## config.mk

```make
export PLATFORM = sky130hd
export DESIGN_NAME = skin_pixel_green_mean_core
export DESIGN_NICKNAME = d
export VERILOG_FILES = /design/src/hw/rtl/spgm_pkg.sv /design/src/hw/rtl/spgm_queue.sv /design/src/hw/rtl/spgm_front.sv /design/src/hw/rtl/spgm_back.sv /design/src/hw/rtl/skin_pixel_green_mean_core.sv
export VERILOG_INCLUDE_DIRS = /design/src /design/src/hw/rtl
export SDC_FILE = /design/constraint.sdc
export NUM_CORES = 2
export LEC_CHECK = 0
export ABC_AREA = 1
export BUFFER_PORTS_ARGS = -buffer_cell sky130_fd_sc_hd__buf_4
export CORE_MARGIN = 2
export CORE_UTILIZATION = 45
export CTS_BUF_LIST = sky130_fd_sc_hd__clkbuf_8 sky130_fd_sc_hd__clkbuf_16
export DETAILED_ROUTE_END_ITERATION = 16
export MAX_ROUTING_LAYER = met4
export PLACE_DENSITY = 0.68
export SLEW_MARGIN = 10
export SYNTH_ARGS = -nofsm -noshare
export SYNTH_HDL_FRONTEND = slang
export SYNTH_SLANG_ARGS = --single-unit
```

## constraint.sdc

```tcl
create_clock -name clk -period 20.4 [get_ports clk]
set_input_delay 4.08 -clock clk [delete_from_list [all_inputs] [get_ports clk]]
set_output_delay 4.08 -clock clk [all_outputs]
set_load 0.01 [all_outputs]
```

## src/hw/rtl/skin_pixel_green_mean_core_macros.svh

```systemverilog
// Assertion helpers; expect clk and rst_n in scope.
`ifndef SKIN_PIXEL_GREEN_MEAN_CORE_MACROS_SVH
`define SKIN_PIXEL_GREEN_MEAN_CORE_MACROS_SVH
`ifndef NO_ASSERTIONS
`define SPGM_ASSERT_IMP(lbl, pre, post) \
  lbl: assert property (@(posedge clk) disable iff (!rst_n) (pre) |-> (post)) \
    else $error("assertion failed");
`define SPGM_ASSERT_NXT(lbl, pre, post) \
  lbl: assert property (@(posedge clk) disable iff (!rst_n) (pre) |=> (post)) \
    else $error("assertion failed");
`else
`define SPGM_ASSERT_IMP(lbl, pre, post)
`define SPGM_ASSERT_NXT(lbl, pre, post)
`endif
`endif

```

## src/hw/rtl/spgm_pkg.sv

```systemverilog
`default_nettype none
package spgm_pkg;
  localparam int MAX_PIXELS = 65536;
  localparam int CNT_W      = 17;
  localparam int SUM_W      = 25;
  localparam int MEAN_W     = 16;
  localparam int QDEPTH     = 8;
  localparam int QCNT_W     = $clog2(QDEPTH + 1);
  localparam int DIV_STEPS  = SUM_W + 8;

  localparam logic [1:0] REG_HUE_LOW  = 2'd0;
  localparam logic [1:0] REG_HUE_HIGH = 2'd1;
  localparam logic [1:0] REG_SAT_MIN  = 2'd2;

  typedef struct packed {
    logic       skin;
    logic [7:0] green;
    logic       last;
  } item_t;
endpackage
`default_nettype wire

```

## src/hw/rtl/spgm_queue.sv

```systemverilog
`default_nettype none
module spgm_queue (
  input  wire logic          clk,
  input  wire logic          rst_n,
  input  wire logic          push,
  input  wire spgm_pkg::item_t din,
  input  wire logic          pop,
  output spgm_pkg::item_t    dout,
  output logic               not_empty,
  output logic [spgm_pkg::QCNT_W-1:0] count
);
  import spgm_pkg::*;
  `include "skin_pixel_green_mean_core_macros.svh"

  localparam int PTR_W = $clog2(QDEPTH);

  item_t              mem_r [QDEPTH];
  logic [PTR_W-1:0]   wp_r, wp_nxt, rp_r, rp_nxt;
  logic [QCNT_W-1:0]  cnt_r, cnt_nxt;
  logic               do_pop;

  assign do_pop    = pop && (cnt_r != '0);
  assign dout      = mem_r[rp_r];
  assign not_empty = (cnt_r != '0);
  assign count     = cnt_r;

  always_comb begin
    wp_nxt  = push ? wp_r + 1'b1 : wp_r;
    rp_nxt  = do_pop ? rp_r + 1'b1 : rp_r;
    cnt_nxt = cnt_r + QCNT_W'(push) - QCNT_W'(do_pop);
  end

  always_ff @(posedge clk) begin
    if (!rst_n) begin
      wp_r  <= '0;
      rp_r  <= '0;
      cnt_r <= '0;
    end else begin
      wp_r  <= wp_nxt;
      rp_r  <= rp_nxt;
      cnt_r <= cnt_nxt;
    end
  end

  always_ff @(posedge clk) begin
    if (push) begin
      mem_r[wp_r] <= din;
    end
  end

  `SPGM_ASSERT_IMP(a_no_overflow, push, cnt_r < QCNT_W'(QDEPTH) || do_pop)
  `SPGM_ASSERT_IMP(a_cnt_bound, 1'b1, cnt_r <= QCNT_W'(QDEPTH))
  `SPGM_ASSERT_NXT(a_cnt_track, push && !do_pop, cnt_r == $past(cnt_r) + 1'b1)
endmodule
`default_nettype wire

```

## src/hw/rtl/spgm_front.sv

```systemverilog
`default_nettype none
module spgm_front (
  input  wire logic       clk,
  input  wire logic       rst_n,
  input  wire logic       cfg_we,
  input  wire logic [1:0] cfg_addr,
  input  wire logic [7:0] cfg_wdata,
  input  wire logic       in_push,
  output logic            in_full,
  input  wire logic [7:0] in_blue,
  input  wire logic [7:0] in_green,
  input  wire logic [7:0] in_red,
  input  wire logic       in_last,
  input  wire logic [spgm_pkg::QCNT_W-1:0] q_count,
  output logic            q_push,
  output spgm_pkg::item_t q_din
);
  import spgm_pkg::*;

  logic [7:0] hue_low_r, hue_high_r, sat_min_r;

  always_ff @(posedge clk) begin
    if (!rst_n) begin
      hue_low_r  <= 8'd14;
      hue_high_r <= 8'd165;
      sat_min_r  <= 8'd50;
    end else if (cfg_we) begin
      unique case (cfg_addr)
        REG_HUE_LOW:  hue_low_r  <= cfg_wdata;
        REG_HUE_HIGH: hue_high_r <= cfg_wdata;
        REG_SAT_MIN:  sat_min_r  <= cfg_wdata;
        default: ;
      endcase
    end
  end

  logic acc;
  logic v1_r, v2_r;
  assign in_full = (QCNT_W'(q_count) + QCNT_W'(v1_r) + QCNT_W'(v2_r)) >= QCNT_W'(QDEPTH);
  assign acc     = in_push && !in_full;

  // stage 1: extrema, lightness, saturation denominator, hue numerator
  logic [7:0]  mx, mn, d, lum, den, k;
  logic [8:0]  s;
  logic [15:0] num;
  logic signed [17:0] t;
  logic [16:0] k_prod;

  always_comb begin
    mx = in_red;
    mn = in_red;
    if (in_green > mx) mx = in_green;
    if (in_blue > mx)  mx = in_blue;
    if (in_green < mn) mn = in_green;
    if (in_blue < mn)  mn = in_blue;
    d   = mx - mn;
    s   = {1'b0, mx} + {1'b0, mn};
    lum = 8'((s + 9'd1) >> 1);
    den = (s < 9'd255) ? s[7:0] : 8'(10'd510 - {1'b0, s});
    k_prod = 17'(lum) * 17'd171;
    k   = 8'(k_prod >> 9) + 8'd1;
    if (mx == in_red) begin
      t = 18'sd30 * ($signed({10'd0, in_green}) - $signed({10'd0, in_blue}));
      if (t < 0) t = t + 18'sd180 * $signed({10'd0, d});
    end else if (mx == in_green) begin
      t = 18'sd30 * ($signed({10'd0, in_blue}) - $signed({10'd0, in_red}))
        + 18'sd60 * $signed({10'd0, d});
    end else begin
      t = 18'sd30 * ($signed({10'd0, in_red}) - $signed({10'd0, in_green}))
        + 18'sd120 * $signed({10'd0, d});
    end
    num = t[15:0];
  end

  logic [7:0]  d1_r, den1_r, lum1_r, k1_r, g1_r;
  logic [15:0] num1_r;
  logic        last1_r;

  always_ff @(posedge clk) begin
    if (!rst_n) begin
      v1_r <= 1'b0;
      v2_r <= 1'b0;
    end else begin
      v1_r <= acc;
      v2_r <= v1_r;
    end
  end

  always_ff @(posedge clk) begin
    d1_r    <= d;
    den1_r  <= den;
    lum1_r  <= lum;
    k1_r    <= k;
    g1_r    <= in_green;
    num1_r  <= num;
    last1_r <= in_last;
  end

  // stage 2: scaled thresholds
  logic [17:0] a2_r, pl2_r, ph2_r, p360_r, ss2_r, psm2_r, plum2_r, pk2_r;
  logic        nz2_r, hz2_r, last2_r;
  logic [7:0]  g2_r;

  always_ff @(posedge clk) begin
    a2_r    <= 18'({num1_r, 1'b0}) + 18'(d1_r);
    pl2_r   <= 18'(d1_r) * (18'(hue_low_r) + 18'd1) * 18'd2;
    ph2_r   <= 18'(d1_r) * 18'(hue_high_r) * 18'd2;
    p360_r  <= 18'(d1_r) * 18'd360;
    ss2_r   <= 18'(d1_r) * 18'd510 + 18'(den1_r);
    psm2_r  <= 18'(den1_r) * 18'(sat_min_r) * 18'd2;
    plum2_r <= 18'(den1_r) * 18'(lum1_r) * 18'd4;
    pk2_r   <= 18'(den1_r) * 18'(k1_r) * 18'd2;
    nz2_r   <= (d1_r != 8'd0);
    hz2_r   <= (hue_high_r == 8'd0);
    g2_r    <= g1_r;
    last2_r <= last1_r;
  end

  // stage 3: compares, straight into the queue
  logic wrap, low_ok, high_ok;
  always_comb begin
    wrap    = a2_r >= p360_r;
    low_ok  = wrap || (a2_r < pl2_r);
    high_ok = wrap ? hz2_r : (a2_r >= ph2_r);
    q_din.skin  = nz2_r && (low_ok || high_ok) && (ss2_r >= psm2_r)
                  && (ss2_r < plum2_r) && (ss2_r >= pk2_r);
    q_din.green = g2_r;
    q_din.last  = last2_r;
  end
  assign q_push = v2_r;
endmodule
`default_nettype wire

```

## src/hw/rtl/spgm_back.sv

```systemverilog
`default_nettype none
module spgm_back (
  input  wire logic            clk,
  input  wire logic            rst_n,
  input  wire logic            q_not_empty,
  input  wire spgm_pkg::item_t q_dout,
  output logic                 q_pop,
  output logic                 out_empty,
  input  wire logic            out_pop,
  output logic [15:0]          out_mean_green,
  output logic [16:0]          out_skin_pixels,
  output logic                 out_empty_res
);
  import spgm_pkg::*;
  `include "skin_pixel_green_mean_core_macros.svh"

  localparam logic ST_ACC = 1'b0;
  localparam logic ST_DIV = 1'b1;
  localparam int STEP_W = $clog2(DIV_STEPS + 1);

  logic                 st_r, st_nxt;
  logic [SUM_W-1:0]     sum_r, sum_nxt;
  logic [CNT_W-1:0]     tot_r, tot_nxt;
  logic [SUM_W+7:0]     dvd_r, dvd_nxt;
  logic [CNT_W:0]       rem_r, rem_nxt;
  logic [MEAN_W-1:0]    quo_r, quo_nxt;
  logic [CNT_W-1:0]     dvs_r, dvs_nxt;
  logic [STEP_W-1:0]    step_r, step_nxt;
  logic                 ov_r, ov_nxt;
  logic [MEAN_W-1:0]    mean_r, mean_nxt;
  logic [CNT_W-1:0]     cnt_out_r, cnt_out_nxt;
  logic                 er_r, er_nxt;
  logic                 add;
  logic [SUM_W-1:0]     sum_new;
  logic [CNT_W-1:0]     tot_new;
  logic [CNT_W:0]       trial;

  assign out_empty       = !ov_r;
  assign out_mean_green  = mean_r;
  assign out_skin_pixels = cnt_out_r;
  assign out_empty_res   = er_r;

  always_comb begin
    st_nxt      = st_r;
    sum_nxt     = sum_r;
    tot_nxt     = tot_r;
    dvd_nxt     = dvd_r;
    rem_nxt     = rem_r;
    quo_nxt     = quo_r;
    dvs_nxt     = dvs_r;
    step_nxt    = step_r;
    ov_nxt      = ov_r && !out_pop;
    mean_nxt    = mean_r;
    cnt_out_nxt = cnt_out_r;
    er_nxt      = er_r;
    q_pop       = 1'b0;
    add         = q_dout.skin && (tot_r < CNT_W'(MAX_PIXELS));
    sum_new     = add ? sum_r + SUM_W'(q_dout.green) : sum_r;
    tot_new     = add ? tot_r + 1'b1 : tot_r;
    trial       = {rem_r[CNT_W-1:0], dvd_r[SUM_W+7]};
    unique case (st_r)
      ST_ACC: begin
        if (q_not_empty && !(q_dout.last && ov_r && !out_pop)) begin
          q_pop = 1'b1;
          if (q_dout.last) begin
            sum_nxt = '0;
            tot_nxt = '0;
            if (tot_new == '0) begin
              ov_nxt      = 1'b1;
              mean_nxt    = '0;
              cnt_out_nxt = '0;
              er_nxt      = 1'b1;
            end else begin
              st_nxt      = ST_DIV;
              dvd_nxt     = {sum_new, 8'd0};
              dvs_nxt     = tot_new;
              rem_nxt     = '0;
              quo_nxt     = '0;
              step_nxt    = '0;
              cnt_out_nxt = tot_new;
            end
          end else begin
            sum_nxt = sum_new;
            tot_nxt = tot_new;
          end
        end
      end
      ST_DIV: begin
        dvd_nxt  = dvd_r << 1;
        step_nxt = step_r + 1'b1;
        if (trial >= {1'b0, dvs_r}) begin
          rem_nxt = trial - {1'b0, dvs_r};
          quo_nxt = {quo_r[MEAN_W-2:0], 1'b1};
        end else begin
          rem_nxt = trial;
          quo_nxt = {quo_r[MEAN_W-2:0], 1'b0};
        end
        if (step_r == STEP_W'(DIV_STEPS - 1)) begin
          st_nxt   = ST_ACC;
          ov_nxt   = 1'b1;
          mean_nxt = quo_nxt;
          er_nxt   = 1'b0;
        end
      end
      default: st_nxt = ST_ACC;
    endcase
  end

  always_ff @(posedge clk) begin
    if (!rst_n) begin
      st_r  <= ST_ACC;
      sum_r <= '0;
      tot_r <= '0;
      ov_r  <= 1'b0;
    end else begin
      st_r  <= st_nxt;
      sum_r <= sum_nxt;
      tot_r <= tot_nxt;
      ov_r  <= ov_nxt;
    end
  end

  always_ff @(posedge clk) begin
    dvd_r     <= dvd_nxt;
    rem_r     <= rem_nxt;
    quo_r     <= quo_nxt;
    dvs_r     <= dvs_nxt;
    step_r    <= step_nxt;
    mean_r    <= mean_nxt;
    cnt_out_r <= cnt_out_nxt;
    er_r      <= er_nxt;
  end

  `SPGM_ASSERT_IMP(a_div_out_free, st_r == ST_DIV, !ov_r)
  `SPGM_ASSERT_IMP(a_tot_bound, 1'b1, tot_r <= CNT_W'(MAX_PIXELS))
  `SPGM_ASSERT_IMP(a_no_pop_in_div, st_r == ST_DIV, !q_pop)
  `SPGM_ASSERT_IMP(a_rem_bound, st_r == ST_DIV, rem_r < {1'b0, dvs_r})
endmodule
`default_nettype wire

```

## src/hw/rtl/skin_pixel_green_mean_core.sv

```systemverilog
// Pixel pipeline: classifies into the queue, one pixel per cycle sustained while in_full is low.
// Accumulation takes one pixel per cycle from an 8-deep queue, except during a divide or while a result waits.
// A last pixel starts a restoring divide of the green sum, scaled by 256, by the skin count;
// an empty region gives its result without a divide.
// Pixels after a last one queue up during the divide; input stalls once 8 are held in the queue and pipeline.
// Synchronous active-low reset: limits 14/165/50, sums cleared, queue empty.
`default_nettype none
module skin_pixel_green_mean_core (
  input  wire logic        clk,
  input  wire logic        rst_n,
  input  wire logic        cfg_we,
  input  wire logic [1:0]  cfg_addr,
  input  wire logic [7:0]  cfg_wdata,
  input  wire logic        in_push,
  output logic             in_full,
  input  wire logic [7:0]  in_blue,
  input  wire logic [7:0]  in_green,
  input  wire logic [7:0]  in_red,
  input  wire logic        in_last,
  output logic             out_empty,
  input  wire logic        out_pop,
  output logic [15:0]      out_mean_green,
  output logic [16:0]      out_skin_pixels,
  output logic             out_empty_res
);
  import spgm_pkg::*;

  logic               q_push, q_pop, q_not_empty;
  item_t              q_din, q_dout;
  logic [QCNT_W-1:0]  q_count;

  spgm_front u_front (
    .clk(clk), .rst_n(rst_n),
    .cfg_we(cfg_we), .cfg_addr(cfg_addr), .cfg_wdata(cfg_wdata),
    .in_push(in_push), .in_full(in_full),
    .in_blue(in_blue), .in_green(in_green), .in_red(in_red), .in_last(in_last),
    .q_count(q_count), .q_push(q_push), .q_din(q_din)
  );

  spgm_queue u_queue (
    .clk(clk), .rst_n(rst_n),
    .push(q_push), .din(q_din), .pop(q_pop),
    .dout(q_dout), .not_empty(q_not_empty), .count(q_count)
  );

  spgm_back u_back (
    .clk(clk), .rst_n(rst_n),
    .q_not_empty(q_not_empty), .q_dout(q_dout), .q_pop(q_pop),
    .out_empty(out_empty), .out_pop(out_pop),
    .out_mean_green(out_mean_green), .out_skin_pixels(out_skin_pixels),
    .out_empty_res(out_empty_res)
  );
endmodule
`default_nettype wire

```

# == Word-level counts from Yosys, hierarchy flattened ==
# Memory sizes are Yosys's and may differ from the RTL's. A register that Yosys moved wholly into a read port is not among the register bits.
# Index checks and enable logic that the tools add are counted.
# W data, S select, Z words.
# classes
n_mux,57
reduce_logical,30
addsub,24
eq_ne,10
n_mul,14
n_lt_le_gt_ge,15
bitwise_logic,2
# op_table
op,n
$mux W16,7
$mux W17,6
$mux W33,3
$ge A18 B17 Y1,5
$pmux W33 S2,1
$mul A8 B8 Y16,4
$mux W25,2
$mux W15,3
$mux W8,5
$add A17 B8 Y18,2
$lt A18 B18 Y1,2
$mul A5 B18 Y15 const A,2
$pmux W17 S2,1
$add A16 B16 Y16,2
$mul A8 B8 Y16 const B,2
$pmux W16 S2,1
$pmux W15 S2,1
$sub A8 B8 Y9,3
$add A25 B8 Y25,1
$mul A4 B8 Y12 const A,2
$mul A8 B18 Y17,1
$mux W1,18
$mux W6,3
$add A17 B1 Y17 const B,1
42 further kinds,74
# word_totals
ramBits,80
memories,1
in_bits,40
reg_bits,401
word_cells,192
output_inout_bits,36
# mem_list
memory,depth,word_bits,rd,rd_ports_with_merged_regs,write_ports,line_no,source
u_queue.mem_r,8,10,1,1,1,spgm_queue.sv:17,item_t mem_r [QDEPTH];

# == Depth between registers and ports, before layout ==
# logic_depth
ltp_word,9
depth_mapped,60
depth_no_buf,58

# == Cells and area by module ==
# A second synthesis with hierarchy kept.
# unflattened
hier_cells,5657
area_unflattened_um2,44933.1
# by_module_without_submodules
mod,area_per_inst_um2,instances,seq_area_each_um2,cells_per_inst
spgm_front,32547.5,1,4404.2,4262
spgm_back,8202.9,1,4304.1,962
spgm_queue,4182.8,1,2662.6,433

# == Least setup slack after synthesis ==
# Ideal clock, no wire load.
# synth_timing
kind,input to register
startpoint,input in_green[4]
endpoint,register u_front.num1_r[14]
n_path_buf,2
stages,54
setup_time_ns,0.112
slack_ns,8.089
arrival_ns,12.199
t_required_ns,20.288
cell_sequence,inv_1 -> ha_1 -> a21oi_2 -> nor2_1 -> nor2_2 -> nand2_1 -> nand2_2 -> nand2_4 -> buf_12 -> nand2_4 -> clkbuf_1 -> nand2_1 -> o21ai_0 -> inv_1 -> ha_1 -> nand2_1 -> nor2_1 -> a211oi_1 -> [... 18 more ...] -> nand2_1 -> a21oi_1 -> o21bai_1 -> nand2_1 -> nand2_1 -> nand2_1 -> nand2_1 -> xnor2_1 -> inv_1 -> ha_1 -> nand2_1 -> nor3_1 -> nand3_1 -> o2111ai_1 -> xor2_1 -> nor2_1 -> nand2_1 -> nand2_1
# synth_via
elab_chain_len,9
word_cells_on_any_way,25
cone_classes,add/sub: 6; mul: 5; order compare: 5; eq/ne: 2; mux: 7
# synth_lines
element,line_no,source
from (decl),skin_pixel_green_mean_core.sv:17,"input wire logic [7:0] in_green,"
$gt A8 B8 Y1 or $lt A8 B8 Y1 (tied branches),"spgm_front.sv:52, spgm_front.sv:54",
"$mux W8, on equally long branches","spgm_front.sv:52, spgm_front.sv:54",
$gt A8 B8 Y1 or $lt A8 B8 Y1 (tied branches),"spgm_front.sv:53, spgm_front.sv:55",
"$mux W8, on equally long branches","spgm_front.sv:53, spgm_front.sv:55",
$sub A8 B8 Y8,spgm_front.sv:56,d = mx - mn;
$mul A4 B8 Y12 or $mul A6 B8 Y14 (tied branches),"spgm_front.sv:67, spgm_front.sv:70, spgm_front.sv:64",
$add A16 B16 Y16 (tied with other cells),spgm_front.sv:70,"+ 18'sd120 * $signed({10'd0, d});"
"$mux W16, on equally long branches","spgm_front.sv:65, spgm_front.sv:64",
$mux W16 *,spgm_front.sv:62,if (mx == in_red) begin
named net u_front.t[14],spgm_front.sv:46,logic signed [17:0] t;
to (signal assigned),spgm_front.sv:95,num1_r <= num;
to (decl),spgm_front.sv:76,logic [15:0] num1_r;
# Mark *: on every way through the listed nets, which the timed path passes. The rest lies on a longest branch.
# A chain may end at the register's enable or synchronous reset.

# == Final worst setup path ==
# layout_timing
startpoint,input in_green[6]
endpoint,register u_front.num1_r[14]
# layout_via
elab_chain_len,9
word_cells_on_any_way,25
cone_classes,add/sub: 6; mul: 5; order compare: 5; eq/ne: 2; mux: 7
# layout_lines
element,line_no,source
$gt A8 B8 Y1 or $lt A8 B8 Y1 (tied branches),"spgm_front.sv:52, spgm_front.sv:54",
"$mux W8, on equally long branches","spgm_front.sv:52, spgm_front.sv:54",
$gt A8 B8 Y1 or $lt A8 B8 Y1 (tied branches),"spgm_front.sv:53, spgm_front.sv:55",
"$mux W8, on equally long branches","spgm_front.sv:53, spgm_front.sv:55",
$sub A8 B8 Y8 *,spgm_front.sv:56,
named net u_front.d[6],spgm_front.sv:43,"logic [7:0] mx, mn, d, lum, den, k;"
$mul A4 B8 Y12 or $mul A6 B8 Y14 (tied branches),"spgm_front.sv:67, spgm_front.sv:70, spgm_front.sv:64",
$add A16 B16 Y16 (tied with other cells),spgm_front.sv:70,
"$mux W16, on equally long branches","spgm_front.sv:65, spgm_front.sv:64",
$mux W16 *,spgm_front.sv:62,
named net u_front.t[14],spgm_front.sv:46,
# Marked as above.

==> results.cfg <==
[clock_network]
numClockSinks = 470
clockBufferDepth = 3
cts_resized = 0
clk_pin_slew_ns = 0.06
cts_hold_buf = 0
postCtsSetupBuffers = 0
cts_buffers = 53
htree_levels = 2
clock_latency_ns = 0.64
cts_root_buf = clkbuf_16
cts_tree = done

[critical_path]
critPathMaxFanout = 17
cp.required_ns = 20.89
path_buf_inv = 8
cp_top_family = adder cells
worstPathArrival_ns = 13.41
worstSetupEndpointType = register
cp_common_cell = nand2_1
worst_setup_path_start_kind = input port
worstSetupPathType = in2reg
cp_slowest_cell = a211oi_1
slowest_delay_ns = 0.61

[global_route]
antenna_found_initial = 1
grt_start_max_net_pins = 70
grt.total_usage_pct = 20.5
grt_overflow = 0
grt_pass1_wl_um = 161000
first_global_vias = 32700

[floorplan]
initial_core_util_pct = 45.6
die_y_um = 315
fp-row-count = 113
floorplan.die_area_sq_um = 99100
die_x_um = 315
io_pins = 76
coreArea_sq_um = 95300

[yosys]
ys_warn_count = 0
ys_types = 68
synth_edf_count = 194
syn_area_sq_um = 43500
syn-num-nets = 6250
synth_ff_type = dfxtp_1
yosysSeqAreaShare_pct = 26.1
avgSynthCellArea_sq_um = 8.24
async_reset_ff_share_pct = 0
synthCells = 5273
synth-seq-cells = 470

[drt]
wl_per_cell_um = 14.6
wl_um = 97000
route.detailed.drc = 0
detail-route-antenna-nets = 0
avgViaCountPerCell = 4.94
via_count = 32700
firstDrtPassIters = 5
drtIter0Drc = 1881

[sta]
maxSlewViolCount = 0
hold_violations = 0
post-route-period-util_pct = 63.3
worstMarginPinSlew_ns = 1.13
period_minus_slack_ns = 12.92
relSlewSlack_pct = 24.5
setup_viol = 0
fmax_mhz = 77.4
rsz0062_at_grt = no
final.setup.tns_ns = 0
clock_skew_ns = 0.0468

[flow_run]
maxCapViolations = 0

[placed_design]
globalplace.congestion = 0.917
io_buffers = 75
dp_hpwl_um = 75600

[outcome]
outcome = complete, no violations

[layout]
area_delta_synth_final_pct = 8.28
mostFrequentLayoutCells = 1122 x inv_1, 998 x nand2_1, 629 x ha_1, 337 x nor2_1, 332 x a21oi_1
drive_gt1_share_pct = 5.01
nNetsFinal = 6286
mostFrequentLayoutCell = inv_1

[worst_hold_path]
min_path_type = reg2reg
-- flip-flops by register name, summed over array words and instances, names as in the netlist, 17 cells and up, named ones only --
| name | count |
|---|---|
| u_queue.mem_r | 80 |
| u_front.ss2_r | 17 |
| u_back.rem_r | 17 |
| u_back.dvs_r | 17 |
| u_front.pl2_r | 17 |
| u_back.sum_r | 25 |
| u_back.tot_r | 17 |
| u_back.out_skin_pixels | 17 |
| u_front.a2_r | 18 |
| u_back.dvd_r | 25 |
-- stage by stage --
stage	setup slack [ns]	hold slack, ns	util [%]	instance area, sq um	std cells
after CTS	7.59	0.395	49.4	47000	6619
after detailed placement	6.98	0.360	47.5	45300	6519
after floorplan	8.09	0.310	-	43500	5273
final	7.48	0.380	49.4	47100	6620
after global placement	7.14	0.377	47.5	45300	6519
after global routing	6.59	0.396	49.4	47000	6619
-- area by class of cell --
cell class	instances	area, sq um
antenna	1	2.50
clock buffer	59	1420
multi-input combinational	3560	27300
fill	9136	48200
tap	1265	1580
timing repair buffer	99	743
clock inverter	41	377
sequential	470	11400
inverter	1125	4230
-- routing by layer --
layer / global-route usage (%) / vias to the layer above / routed length, um
met1: 26.7 / 15200 / 45400
li1: - / 16700 / -
met5: - / - / 0
met2: 33.8 / 653 / 44500
met4: 6.03 / 0 / 2980
met3: 2.06 / 167 / 4040
-- worst paths after layout --
kind,startpoint,end,slack (ns),cells past startpoint
max,in_green[6],u_front.num1_r[14]$_DFF_P_,7.48,53
min,u_front.g1_r[1]$_DFF_P_,u_front.g2_r[1]$_DFF_P_,0.38,0
max reg2reg,u_front.hue_low_r[0]$_SDFFE_PN0P_,u_front.pl2_r[17]$_DFF_P_,14.82,22
min reg2reg,u_front.g1_r[1]$_DFF_P_,u_front.g2_r[1]$_DFF_P_,0.38,0
-- kinds of logic (layout without fill, tap and decap cells) --
| family | count (synthesis) | count (layout) | synth area share, % |
|---|---|---|---|
| other | 0 | 1 | 0 |
| adders and majority gates | 937 | 937 | 32.3 |
| AOI/OAI and AO/OA | 692 | 692 | 8.95 |
| muxes | 3 | 3 | 0.0691 |
| and+or+nand+nor | 1615 | 1615 | 15.3 |
| xor gates and xnor gates | 313 | 313 | 6.31 |
| DFF | 470 | 470 | 26.1 |
| buffers and inverters | 1243 | 1324 | 11.0 |
-- Yosys cell counts, types with 4 or more instances --
master	n	area (sq um)
o21ai_0	183	916
a31oi_1	19	119
nor2_1	338	1270
a22oi_1	4	30.0
o21ai_1	20	100
clkbuf_2	10	50.1
a21o_1	14	105
fa_1	308	6170
nand3b_1	5	37.5
o21bai_1	23	173
nand2_2	18	113
nor2_4	5	56.3
edfxtp_1	194	5830
o22ai_1	9	56.3
and2_1	5	31.3
a211oi_1	12	90.1
o21a_1	6	45.0
or2_2	11	68.8
xnor2_1	120	1050
xor2_1	193	1690
nand3_1	129	646
buf_2	12	60.1
o221ai_1	6	52.6
nor2_2	5	31.3
a21oi_1	332	1660
nand4_1	44	275
inv_1	1117	4190
clkbuf_1	84	315
ha_1	629	7870
o211ai_1	23	173
inv_2	6	22.5
nor3_1	33	165
buf_6	6	67.6
o21ai_2	10	87.6
nor4_1	10	62.6
buf_1	4	15.0
nand2_1	999	3750
dfxtp_1	276	5530
Power is not shown: default switching activity piles up to over one toggle a cycle in this logic, so the estimate is an artifact.
